## src/rtl/core/frt_pkg.sv

```systemverilog
// ----------------------------------------------------------------------------
// frt_pkg
// Shared types and constants for the fault record table: table geometry,
// command and register codes, and the request, configuration, control and result structs.
// ----------------------------------------------------------------------------
package frt_pkg;

	// table geometry
	localparam int SLOTS      = 16;
	localparam int CODE_BITS  = 8;
	localparam int SLOT_IDX_W = (SLOTS > 1) ? $clog2(SLOTS) : 1;
	localparam int CNT_W      = $clog2(SLOTS + 1);

	// command codes carried on the input request
	typedef enum logic [1:0] {
		CMD_REPORT    = 2'd0,
		CMD_CLEAR     = 2'd1,
		CMD_CLEAR_ALL = 2'd2,
		CMD_TICK      = 2'd3
	} cmd_code_t;

	// configuration register indexes
	localparam logic [1:0] CFG_AUTO_EN  = 2'd0;
	localparam logic [1:0] CFG_INTERVAL = 2'd1;
	localparam logic [1:0] CFG_MAX_ATT  = 2'd2;

	// one input request
	typedef struct packed {
		cmd_code_t   command;
		logic [7:0]  fault_code;
		logic [31:0] now_ms;
	} frt_item_t;

	// live configuration
	typedef struct packed {
		logic        auto_en;
		logic [15:0] interval;
		logic [7:0]  max_att;
	} frt_cfg_t;

	// controller commands to the datapath
	typedef struct packed {
		logic                  load;
		logic                  scan;
		logic                  update;
		logic [SLOT_IDX_W-1:0] idx;
	} frt_ctl_t;

	// one result, packed so that the last field lands in the lowest bits
	typedef struct packed {
		logic        report_dropped;
		logic        recovery_ok;
		logic        recovery_tried;
		logic [31:0] total_reports;
		logic [7:0]  first_active_code;
		logic [31:0] code_occurrences;
		logic        code_active;
		logic        healthy;
		logic [4:0]  active_faults;
	} frt_res_t;

endpackage

```

## src/rtl/core/frt_ctrl.sv

```systemverilog
// ----------------------------------------------------------------------------
// frt_ctrl
// Sequencer: takes a request, walks the slot scan, then fires the table
// update once the output register can take the result.
// ----------------------------------------------------------------------------
module frt_ctrl (
	input  logic             clk,
	input  logic             arst_n,
	input  logic             in_valid,
	input  logic             out_free,
	output logic             in_ready,
	output frt_pkg::frt_ctl_t ctl
);
	import frt_pkg::*;

	typedef enum logic [1:0] {
		ST_IDLE,
		ST_SCAN,
		ST_UPDATE
	} state_t;

	state_t                state_q;
	logic [SLOT_IDX_W-1:0] idx_q;
	logic                  in_ready_q;
	logic                  scan_last;

	assign scan_last = (idx_q == SLOT_IDX_W'(SLOTS - 1));

	// command decode
	assign in_ready   = in_ready_q;
	assign ctl.load   = in_valid && in_ready_q;
	assign ctl.scan   = (state_q == ST_SCAN);
	assign ctl.update = (state_q == ST_UPDATE) && out_free;
	assign ctl.idx    = idx_q;

	// state, scan index and ready
	always_ff @(posedge clk or negedge arst_n) begin
		if (!arst_n) begin
			state_q    <= ST_IDLE;
			idx_q      <= '0;
			in_ready_q <= 1'b1;
		end else begin
			case (state_q)
				ST_IDLE: begin
					if (in_valid && in_ready_q) begin
						state_q    <= ST_SCAN;
						idx_q      <= '0;
						in_ready_q <= 1'b0;
					end
				end
				ST_SCAN: begin
					idx_q <= idx_q + SLOT_IDX_W'(1);
					if (scan_last) begin
						state_q <= ST_UPDATE;
					end
				end
				ST_UPDATE: begin
					if (out_free) begin
						state_q    <= ST_IDLE;
						in_ready_q <= 1'b1;
					end
				end
				default: begin
					state_q    <= ST_IDLE;
					in_ready_q <= 1'b1;
				end
			endcase
		end
	end

`ifndef NO_ASSERTIONS
	// a request reaches the update step right after a full scan
	a_scan_len: assert property (@(posedge clk) disable iff (!arst_n)
		ctl.load |-> ##(SLOTS + 1) state_q == ST_UPDATE)
		else $error("scan length wrong");
`endif

endmodule

```

## src/rtl/core/frt_datapath.sv

```systemverilog
// ----------------------------------------------------------------------------
// frt_datapath
// Slot table, scan trackers and the update step. The scan visits one slot
// per cycle and notes the matching slot, the first free slot and the two
// lowest active slots; the update step applies the command and forms the
// result from those notes.
// ----------------------------------------------------------------------------
module frt_datapath (
	input  logic              clk,
	input  logic              arst_n,
	input  frt_pkg::frt_ctl_t  ctl,
	input  frt_pkg::frt_item_t item,
	input  frt_pkg::frt_cfg_t  cfg,
	output frt_pkg::frt_res_t  res
);
	import frt_pkg::*;

	// captured request
	frt_item_t item_q;

	// slot table
	logic [CODE_BITS-1:0] code_q [SLOTS];
	logic [31:0]          occ_q  [SLOTS];
	logic [7:0]           att_q  [SLOTS];
	logic [SLOTS-1:0]     act_q;
	logic [CNT_W-1:0]     active_total_q;
	logic [31:0]          report_total_q;
	logic [31:0]          last_rec_q;

	// scan trackers
	logic                  m_found_q;
	logic [SLOT_IDX_W-1:0] m_idx_q;
	logic                  m_act_q;
	logic [31:0]           m_occ_q;
	logic                  f_found_q;
	logic [SLOT_IDX_W-1:0] f_idx_q;
	logic                  a1_found_q;
	logic [SLOT_IDX_W-1:0] a1_idx_q;
	logic [CODE_BITS-1:0]  a1_code_q;
	logic [7:0]            a1_att_q;
	logic                  a2_found_q;
	logic [CODE_BITS-1:0]  a2_code_q;

	// update-step values
	logic [CODE_BITS-1:0]  code_w;
	logic                  code_nz;
	logic [CODE_BITS-1:0]  rd_code;
	logic [31:0]           new_occ;
	logic [31:0]           rpt_next;
	logic [CNT_W-1:0]      cnt_next;
	logic [CODE_BITS-1:0]  first_code;
	logic                  elapsed_ok;
	logic                  tried;
	logic                  ok;
	logic                  dropped;
	logic                  c_act;
	logic [31:0]           c_occ;

	assign code_w  = CODE_BITS'(item_q.fault_code);
	assign code_nz = |code_w;
	assign rd_code = code_q[ctl.idx];

	// request capture
	always_ff @(posedge clk) begin
		if (ctl.load) begin
			item_q <= item;
		end
	end

	// scan trackers
	always_ff @(posedge clk or negedge arst_n) begin
		if (!arst_n) begin
			m_found_q  <= 1'b0;
			m_idx_q    <= '0;
			m_act_q    <= 1'b0;
			m_occ_q    <= '0;
			f_found_q  <= 1'b0;
			f_idx_q    <= '0;
			a1_found_q <= 1'b0;
			a1_idx_q   <= '0;
			a1_code_q  <= '0;
			a1_att_q   <= '0;
			a2_found_q <= 1'b0;
			a2_code_q  <= '0;
		end else if (ctl.load) begin
			m_found_q  <= 1'b0;
			f_found_q  <= 1'b0;
			a1_found_q <= 1'b0;
			a2_found_q <= 1'b0;
		end else if (ctl.scan) begin
			if (!m_found_q && rd_code == code_w) begin
				m_found_q <= 1'b1;
				m_idx_q   <= ctl.idx;
				m_act_q   <= act_q[ctl.idx];
				m_occ_q   <= occ_q[ctl.idx];
			end
			if (!f_found_q && rd_code == '0) begin
				f_found_q <= 1'b1;
				f_idx_q   <= ctl.idx;
			end
			if (act_q[ctl.idx]) begin
				if (!a1_found_q) begin
					a1_found_q <= 1'b1;
					a1_idx_q   <= ctl.idx;
					a1_code_q  <= rd_code;
					a1_att_q   <= att_q[ctl.idx];
				end else if (!a2_found_q) begin
					a2_found_q <= 1'b1;
					a2_code_q  <= rd_code;
				end
			end
		end
	end

	// command evaluation from the scan notes
	always_comb begin
		new_occ    = (&m_occ_q) ? m_occ_q : m_occ_q + 32'd1;
		rpt_next   = report_total_q;
		cnt_next   = active_total_q;
		first_code = a1_found_q ? a1_code_q : '0;
		elapsed_ok = (item_q.now_ms - last_rec_q) >= 32'(cfg.interval);
		tried      = 1'b0;
		ok         = 1'b0;
		dropped    = 1'b0;
		c_act      = 1'b0;
		c_occ      = '0;
		case (item_q.command)
			CMD_REPORT: begin
				if (code_nz) begin
					rpt_next = (&report_total_q) ? report_total_q : report_total_q + 32'd1;
					if (m_found_q) begin
						c_act = 1'b1;
						c_occ = new_occ;
						if (!m_act_q) begin
							cnt_next = active_total_q + CNT_W'(1);
						end
						if (!a1_found_q || m_idx_q < a1_idx_q) begin
							first_code = code_w;
						end
					end else if (f_found_q) begin
						c_act    = 1'b1;
						c_occ    = 32'd1;
						cnt_next = active_total_q + CNT_W'(1);
						if (!a1_found_q || f_idx_q < a1_idx_q) begin
							first_code = code_w;
						end
					end else begin
						dropped = 1'b1;
					end
				end
			end
			CMD_CLEAR: begin
				if (code_nz && m_found_q) begin
					c_occ = m_occ_q;
					if (m_act_q) begin
						cnt_next = active_total_q - CNT_W'(1);
					end
					// clearing the lowest active slot exposes the next one
					if (a1_found_q && a1_idx_q == m_idx_q) begin
						first_code = a2_found_q ? a2_code_q : '0;
					end
				end
			end
			CMD_CLEAR_ALL: begin
				cnt_next   = '0;
				first_code = '0;
			end
			CMD_TICK: begin
				tried = cfg.auto_en && a1_found_q && elapsed_ok;
				ok    = tried && (a1_att_q < cfg.max_att);
				if (code_nz && m_found_q) begin
					c_act = m_act_q;
					c_occ = m_occ_q;
				end
			end
			default: begin
			end
		endcase
	end

	// table update
	always_ff @(posedge clk or negedge arst_n) begin
		if (!arst_n) begin
			for (int i = 0; i < SLOTS; i++) begin
				code_q[i] <= '0;
				occ_q[i]  <= '0;
				att_q[i]  <= '0;
			end
			act_q          <= '0;
			active_total_q <= '0;
			report_total_q <= '0;
			last_rec_q     <= '0;
		end else if (ctl.update) begin
			active_total_q <= cnt_next;
			report_total_q <= rpt_next;
			case (item_q.command)
				CMD_REPORT: begin
					if (code_nz) begin
						if (m_found_q) begin
							occ_q[m_idx_q] <= new_occ;
							act_q[m_idx_q] <= 1'b1;
						end else if (f_found_q) begin
							code_q[f_idx_q] <= code_w;
							occ_q[f_idx_q]  <= 32'd1;
							att_q[f_idx_q]  <= '0;
							act_q[f_idx_q]  <= 1'b1;
						end
					end
				end
				CMD_CLEAR: begin
					if (code_nz && m_found_q) begin
						act_q[m_idx_q] <= 1'b0;
					end
				end
				CMD_CLEAR_ALL: begin
					for (int i = 0; i < SLOTS; i++) begin
						code_q[i] <= '0;
						occ_q[i]  <= '0;
						att_q[i]  <= '0;
					end
					act_q <= '0;
				end
				CMD_TICK: begin
					if (ok) begin
						att_q[a1_idx_q] <= a1_att_q + 8'd1;
					end
					if (tried) begin
						last_rec_q <= item_q.now_ms;
					end
				end
				default: begin
				end
			endcase
		end
	end

	// result
	assign res.report_dropped    = dropped;
	assign res.recovery_ok       = ok;
	assign res.recovery_tried    = tried;
	assign res.total_reports     = rpt_next;
	assign res.first_active_code = 8'(first_code);
	assign res.code_occurrences  = c_occ;
	assign res.code_active       = c_act;
	assign res.healthy           = (cnt_next == '0);
	assign res.active_faults     = (32'(cnt_next) > 32'd31) ? 5'd31 : 5'(cnt_next);

`ifndef NO_ASSERTIONS
	// the running active count tracks the active marks
	a_cnt: assert property (@(posedge clk) disable iff (!arst_n)
		active_total_q == CNT_W'($countones(act_q)))
		else $error("active count out of step with active marks");

	// clear-all leaves no active slot
	a_clr: assert property (@(posedge clk) disable iff (!arst_n)
		(ctl.update && item_q.command == CMD_CLEAR_ALL) |=> (act_q == '0))
		else $error("clear-all left an active slot");
`endif

endmodule

```

## src/rtl/core/fault_record_table_top.sv

```systemverilog
// ----------------------------------------------------------------------------
// fault_record_table_top
// Fault record table: stream input of commands, stream output of one
// status result per command, and a small register write port.
// ----------------------------------------------------------------------------
// Usage:
//   s_axis carries one request per command: tuser holds the command (report,
//   clear, clear all, tick), tdata the fault code and the current time.
//   m_axis returns exactly one result per request, in order.
//   cfg_* writes the recovery enable (0), the minimum recovery interval in
//   ms (1) and the per-fault attempt limit (2); other indexes are ignored.
//   cfg_ready is always high; write only while no request is in flight.
// Timing:
//   A request is taken, then the slot table is scanned one slot per cycle,
//   all SLOTS slots (16 here), then the update step loads the output register.
//   s_axis_tready stays low from taking a request until its update step, so
//   a new request is not taken before the last one is through.
//   If m_axis stalls, the result waits in the output register and the next
//   request is still taken and scanned; its update waits for the register.
// Reset:
//   arst_n clears the whole table, the counters and the output valid at once
//   and loads the register defaults; the block takes requests right after.
// ----------------------------------------------------------------------------
module fault_record_table_top (
	input  logic        clk,
	input  logic        arst_n,
	// request stream
	input  logic        s_axis_tvalid,
	output logic        s_axis_tready,
	input  logic [39:0] s_axis_tdata,  // fault_code[7:0], now_ms[39:8]
	input  logic [1:0]  s_axis_tuser,  // command[1:0]
	// result stream
	output logic        m_axis_tvalid,
	input  logic        m_axis_tready,
	output logic [87:0] m_axis_tdata,  // active_faults[4:0], healthy[5],
	                                   // code_active[6], code_occurrences[38:7],
	                                   // first_active_code[46:39],
	                                   // total_reports[78:47], recovery_tried[79],
	                                   // recovery_ok[80], report_dropped[81]
	// register writes
	input  logic        cfg_valid,
	output logic        cfg_ready,
	input  logic [1:0]  cfg_index,
	input  logic [15:0] cfg_data
);
	import frt_pkg::*;

	frt_cfg_t  cfg_q;
	frt_item_t item;
	frt_ctl_t  ctl;
	frt_res_t  res;
	frt_res_t  res_q;
	logic      m_valid_q;
	logic      out_free;

	assign item.command    = cmd_code_t'(s_axis_tuser);
	assign item.fault_code = s_axis_tdata[7:0];
	assign item.now_ms     = s_axis_tdata[39:8];

	// register writes
	assign cfg_ready = 1'b1;
	always_ff @(posedge clk or negedge arst_n) begin
		if (!arst_n) begin
			cfg_q.auto_en  <= 1'b1;
			cfg_q.interval <= 16'd1000;
			cfg_q.max_att  <= 8'd3;
		end else if (cfg_valid) begin
			case (cfg_index)
				CFG_AUTO_EN:  cfg_q.auto_en  <= cfg_data[0];
				CFG_INTERVAL: cfg_q.interval <= cfg_data;
				CFG_MAX_ATT:  cfg_q.max_att  <= cfg_data[7:0];
				default: begin
				end
			endcase
		end
	end

	frt_ctrl u_ctrl (
		.clk      (clk),
		.arst_n   (arst_n),
		.in_valid (s_axis_tvalid),
		.out_free (out_free),
		.in_ready (s_axis_tready),
		.ctl      (ctl)
	);

	frt_datapath u_datapath (
		.clk    (clk),
		.arst_n (arst_n),
		.ctl    (ctl),
		.item   (item),
		.cfg    (cfg_q),
		.res    (res)
	);

	// output register
	assign out_free = !m_valid_q || m_axis_tready;

	always_ff @(posedge clk or negedge arst_n) begin
		if (!arst_n) begin
			m_valid_q <= 1'b0;
		end else if (ctl.update) begin
			m_valid_q <= 1'b1;
		end else if (m_axis_tready) begin
			m_valid_q <= 1'b0;
		end
	end

	always_ff @(posedge clk) begin
		if (ctl.update) begin
			res_q <= res;
		end
	end

	assign m_axis_tvalid = m_valid_q;
	assign m_axis_tdata  = {6'd0, res_q};

`ifndef NO_ASSERTIONS
	// an update always produces a result
	a_upd_out: assert property (@(posedge clk) disable iff (!arst_n)
		ctl.update |=> m_valid_q)
		else $error("update without result");

	// a pending result is never overwritten
	a_no_ovr: assert property (@(posedge clk) disable iff (!arst_n)
		(ctl.update && m_valid_q) |-> m_axis_tready)
		else $error("pending result overwritten");
`endif

endmodule
```

## config.mk

```make
export PLATFORM = sky130hd
export DESIGN_NAME = fault_record_table_top
export DESIGN_NICKNAME = d
export VERILOG_FILES = /design/src/rtl/core/frt_pkg.sv /design/src/rtl/core/frt_ctrl.sv /design/src/rtl/core/frt_datapath.sv /design/src/rtl/core/fault_record_table_top.sv
export SDC_FILE = /design/constraint.sdc
export NUM_CORES = 2
export LEC_CHECK = 0
export BUFFER_PORTS_ARGS = -buffer_cell sky130_fd_sc_hd__clkbuf_2
export CAP_MARGIN = 20
export CORE_ASPECT_RATIO = 2
export CORE_UTILIZATION = 35
export CTS_CLUSTER_DIAMETER = 30
export DETAILED_ROUTE_END_ITERATION = 6
export HOLD_SLACK_MARGIN = 0.05
export MAX_ROUTING_LAYER = met4
export PLACE_DENSITY = 0.48
export SLEW_MARGIN = 5
export SYNTH_ARGS = -nofsm -noshare
export SYNTH_HDL_FRONTEND = slang
export SYNTH_HIERARCHICAL = 1
export SYNTH_SLANG_ARGS = --single-unit
```

## constraint.sdc

```tcl
create_clock -name clk -period 18.4 [get_ports clk]
set_input_delay 2.76 -clock clk [delete_from_list [all_inputs] [get_ports clk]]
set_output_delay 2.76 -clock clk [all_outputs]
set_load 0.02 [all_outputs]
```

==> run metrics <==
slowest stage cell, crit path sky130_fd_sc_hd__or4b_2; Layout Area Growth over Synthesis 18.29%; Max Cap Violations 0; simple logic cell fraction of the synthesized area 11.11%; IR Drop Worst-Case VDD 0.1258 mV; Post-Route Skew 0.06689 ns; wirelength, routed 225.8 mm; global-route wire length before repair 332.2 mm; antenna violations before repair 3; number of buffer and inverter instances along the worst setup path 1; vias post-DR 48000; biggest fanout along the worst timing path 55; area of the core 163400 um^2; Met1 Wirelength 81.91 mm; placement row count 210; post_cts resized 0; Yosys reg bits 1083; Worst setup SP type flop; area post-placement 61040 um^2; Fillers 15590; largest net degree at the start of global routing 247; max-slew violation total from the final report 0; floorplan die width 288.9 um; number of cells on the worst hold path 1; Critical Path Sink Type flop; share of the synthesized netlist area taken by xor and xnor gates 1.870%; weighted congestion reported at the end of routability-driven placement 0.9188; CTS Root Cell sky130_fd_sc_hd__clkbuf_16; main combinational cell family by area after synthesis compound AO/OA/AOI/OAI gates; complex-gate fraction of the synthesized area 20.04%; number of remaining DRC errors 0; # IOs 156; run status finished, final reports clean; arrival time at the worst endpoint 7.26 ns; initial drt markers 4651; number of nets at the end of the flow 5785; most frequent standard cell in the layout excluding fill and tap cells sky130_fd_sc_hd__dfrtp_1; clock transition at the register clock pins on the worst setup and hold paths after CTS 0.05 ns; die area 166300 um^2; Setup Viol. Count Final 0; number of buffers added on ports 148; maximum number of buffers from clock root to sink 4; cell area after layout 68150 um^2; Met3 Wirelength 12.32 mm; launch point of the worst hold path u_datapath/item_q[7]; total grt overflow 0; synthesized-area fraction occupied by adder cells 1.598%; Post-Syn Instances 5609; highest routed metal layer met4; GRT Total Usage 27.73%; Synth cell types 88; Achievable Freq 0.1510 GHz; hold endpoint u_datapath/last_rec_q[7]; Critical Path Max Stage Delay 0.69 ns; largest delay contributor family on the critical path simple AND/OR/NAND/NOR gates; sequence of cells on the critical path ha_1 > nand2_1 > nor3_1 > o21ai_2 > nand2_1 > xor2_1 > ha_1 > a21o_1 > a21o_1 > a21oi_1 > o211ai_1 > a311oi_1 > o2111ai_1 > or4_1 > or4b_2 > buf_4 > nand4_4 > mux2_1; maximum level of the CTS H-tree 4; worst reg2reg path endpoint u_datapath/last_rec_q[16]; DRT Pass-1 Iters 6; async set or reset register ratio after synthesis 88.55%; average routed wire per standard cell 28.48 um; required time of the worst setup path 19.04 ns; hold violation count in the final report 0; count of nets left with antenna violations after detail routing 0; share of cells above drive strength 1 19.25%; flop2flop setup slack 11.78 ns; proportion of synthesized area in mux cells 12.50%; count of buffers added by post-CTS timing repair for setup 0; vias in the first global route 48060; hold-fix buffer count after cts 0; commonest cells after routing, fill and taps aside sky130_fd_sc_hd__dfrtp_1, sky130_fd_sc_hd__nand2_1, sky130_fd_sc_hd__o21ai_0, sky130_fd_sc_hd__a22oi_1, sky130_fd_sc_hd__nand3_1; number of synthesized flops with an enable pin 124; post-DR vias/cell 6.054; Worst Path Class, Setup reg -> reg; die extent in y 575.8 um; CTS tree done; leakage power of the design 0.02765 uW; clock insertion delay at the later pin of the skew report 0.83 ns; RSZ-0062 raised after global routing false; Pwr Density 129.4 nW/um^2; Worst Hold Class reg -> reg; initial standard-cell utilization of the core 35.25%; met2 routed wirelength 115.0 mm; instance count after placement with tap cells included 7562; transition at the pin with the smallest max-transition slack 1.246 ns; commonest register cell after synthesis sky130_fd_sc_hd__dfrtp_1; part of the Yosys area used for sequential elements 48.14%; average instance area after synthesis 10.27 um^2; Detailed Place HPWL 139.7 mm; count of non-filler cells in the finished layout 7928; min cycle time layout 6.622 ns; count of yosys warnings during synthesis 6; worst reg2reg path depth 18; relative slew slack 16.96%; clock sink count 1083; total CTS buffers 198; cell area after synthesis 57610 um^2; Final Cycle Share 35.99%; accumulated negative setup slack 0 ns; start of the worst register-to-register path u_datapath/item_q[11]
-- final cells by class --
class	count	area, um^2	share of cell area (%)
clock buffers	244	5475	8.035
repair buffers	319	2177	3.195
well taps	2120	2653	3.892
clock inverters	112	1499	2.200
inverters	210	788.3	1.157
diodes	5	12.51	0.01836
multi-input cells	3835	27790	40.78
flip-flops and latches	1083	27750	40.73
-- cell usage after synthesis (all sizes together) (4+ instances only) --
| cell type | instances | area share (%) |
|---|---|---|
| dfrtp | 949 | 41 |
| nand2 | 797 | 5.2 |
| o21ai | 766 | 6.7 |
| a22oi | 594 | 7.7 |
| clkbuf | 420 | 2.7 |
| nand3 | 247 | 2.2 |
| mux4 | 245 | 9.6 |
| inv | 210 | 1.4 |
| nor2 | 136 | 0.89 |
| mux2 | 135 | 2.7 |
| a21oi | 130 | 1.1 |
| edfxtp | 124 | 6.5 |
| xnor2 | 85 | 1.3 |
| o221ai | 81 | 1.2 |
| ha | 72 | 1.6 |
| buf | 66 | 0.62 |
| and3 | 42 | 0.46 |
| o211ai | 40 | 0.52 |
| xor2 | 38 | 0.58 |
| a21o | 37 | 0.48 |
| nand4 | 37 | 0.48 |
| nor3 | 37 | 0.32 |
| a211oi | 34 | 0.44 |
| a31oi | 33 | 0.36 |
| nor2b | 32 | 0.35 |
| o22a | 17 | 0.26 |
| nand2b | 16 | 0.17 |
| and2 | 15 | 0.17 |
| and4 | 14 | 0.21 |
| o21a | 14 | 0.18 |
| a2bb2oi | 12 | 0.18 |
| mux2i | 12 | 0.21 |
| nand3b | 12 | 0.18 |
| or2 | 11 | 0.12 |
| or3 | 11 | 0.12 |
| dfstp | 10 | 0.46 |
| a221oi | 9 | 0.14 |
| nor4 | 9 | 0.12 |
| o311ai | 5 | 0.076 |
| a211o | 4 | 0.061 |
| o21bai | 4 | 0.052 |
| or4 | 4 | 0.052 |
-- sequential cells by signal, summed over array words and instances, names as in the netlist, 2 cells and up --
name,count
u_datapath/occ_q,512
u_datapath/m_idx_q,4
u_datapath/last_rec_q,32
u_datapath/f_idx_q,4
u_ctrl/state_q,2
u_datapath/a1_idx_q,4
u_datapath/a1_att_q,8
u_datapath/item_q,34
u_datapath/att_q,128
cfg_q,25
u_datapath/active_total_q,5
u_datapath/code_w,8
u_datapath/report_total_q,32
u_datapath/code_q,128
u_datapath/a1_code_q,8
u_datapath/act_q,16
u_datapath/a2_code_q,8
u_ctrl/idx_q,4
m_axis_tdata,82
u_datapath/m_occ_q,32
-- per-stage QoR --
step / setup WS [ns] / power, uW / util [%] / hold slack [ns]
2_1_floorplan: 9.572 / 4041 / - / 0.4434
3_3_place_gp: 11.77 / 4941 / 37.29 / 0.4581
3_5_place_dp: 11.82 / 4953 / 37.35 / 0.4657
4_1_cts: 11.82 / 8859 / 41.62 / 0.4680
5_1_grt: 11.37 / 9111 / 41.69 / 0.4810
6_report: 11.78 / 8820 / 41.70 / 0.4733
-- worst max-delay path by stage --
stage | start | end | slack (ns) | cells past startpoint
6_report | u_datapath/item_q[11] | u_datapath/last_rec_q[16] | 11.78 | 18
2_1_floorplan | m_axis_tready | u_datapath/att_q[100] | 9.57 | 10
3_3_place_gp | m_axis_tready | u_datapath/att_q[18] | 11.77 | 9
4_1_cts | u_datapath/item_q[11] | u_datapath/last_rec_q[16] | 11.82 | 18
5_1_grt | u_datapath/item_q[4] | u_datapath/last_rec_q[20] | 11.37 | 21
3_5_place_dp | u_datapath/item_q[11] | u_datapath/last_rec_q[6] | 11.82 | 18
-- report_power, final --
group / internal [uW] / leakage (uW) / total, uW / switching, uW
clock network: 2520 / 0.00338 / 3870 / 1360
registers: 2550 / 0.0128 / 2760 / 216
logic: 692 / 0.0115 / 2180 / 1490
-- cell families (layout without fill, tap and decap cells) --
group | after synthesis | count (layout)
AOI/OAI and AO/OA | 1812 | 1812
xor gates and xnor gates | 123 | 123
adders and majority gates | 73 | 73
buffers and inverters | 696 | 885
DFF | 1083 | 1083
muxes | 392 | 392
other | 2 | 12
and+or+nand+nor | 1428 | 1428
-- per-layer routing --
layer  GRT usage, %  vias up
li1               -    20890
met1          30.57    24400
met2          46.74     1983
met3          3.816      725
met4          17.58        0
met5              -        -
-- worst reg2reg max path, stage by stage, from the launching register on --
cell	delay, ns
sky130_fd_sc_hd__edfxtp_1	0.39
sky130_fd_sc_hd__ha_1	0.52
sky130_fd_sc_hd__nand2_1	0.21
sky130_fd_sc_hd__nor3_1	0.51
sky130_fd_sc_hd__o21ai_2	0.29
sky130_fd_sc_hd__nand2_1	0.15
sky130_fd_sc_hd__xor2_1	0.21
sky130_fd_sc_hd__ha_1	0.28
sky130_fd_sc_hd__a21o_1	0.18
sky130_fd_sc_hd__a21o_1	0.16
sky130_fd_sc_hd__a21oi_1	0.27
sky130_fd_sc_hd__o211ai_1	0.28
sky130_fd_sc_hd__a311oi_1	0.32
sky130_fd_sc_hd__o2111ai_1	0.13
sky130_fd_sc_hd__or4_1	0.62
sky130_fd_sc_hd__or4b_2	0.69
sky130_fd_sc_hd__buf_4	0.31
sky130_fd_sc_hd__nand4_4	0.55
sky130_fd_sc_hd__mux2_1	0.43
Note: power is estimated with default switching activity, not from simulation.
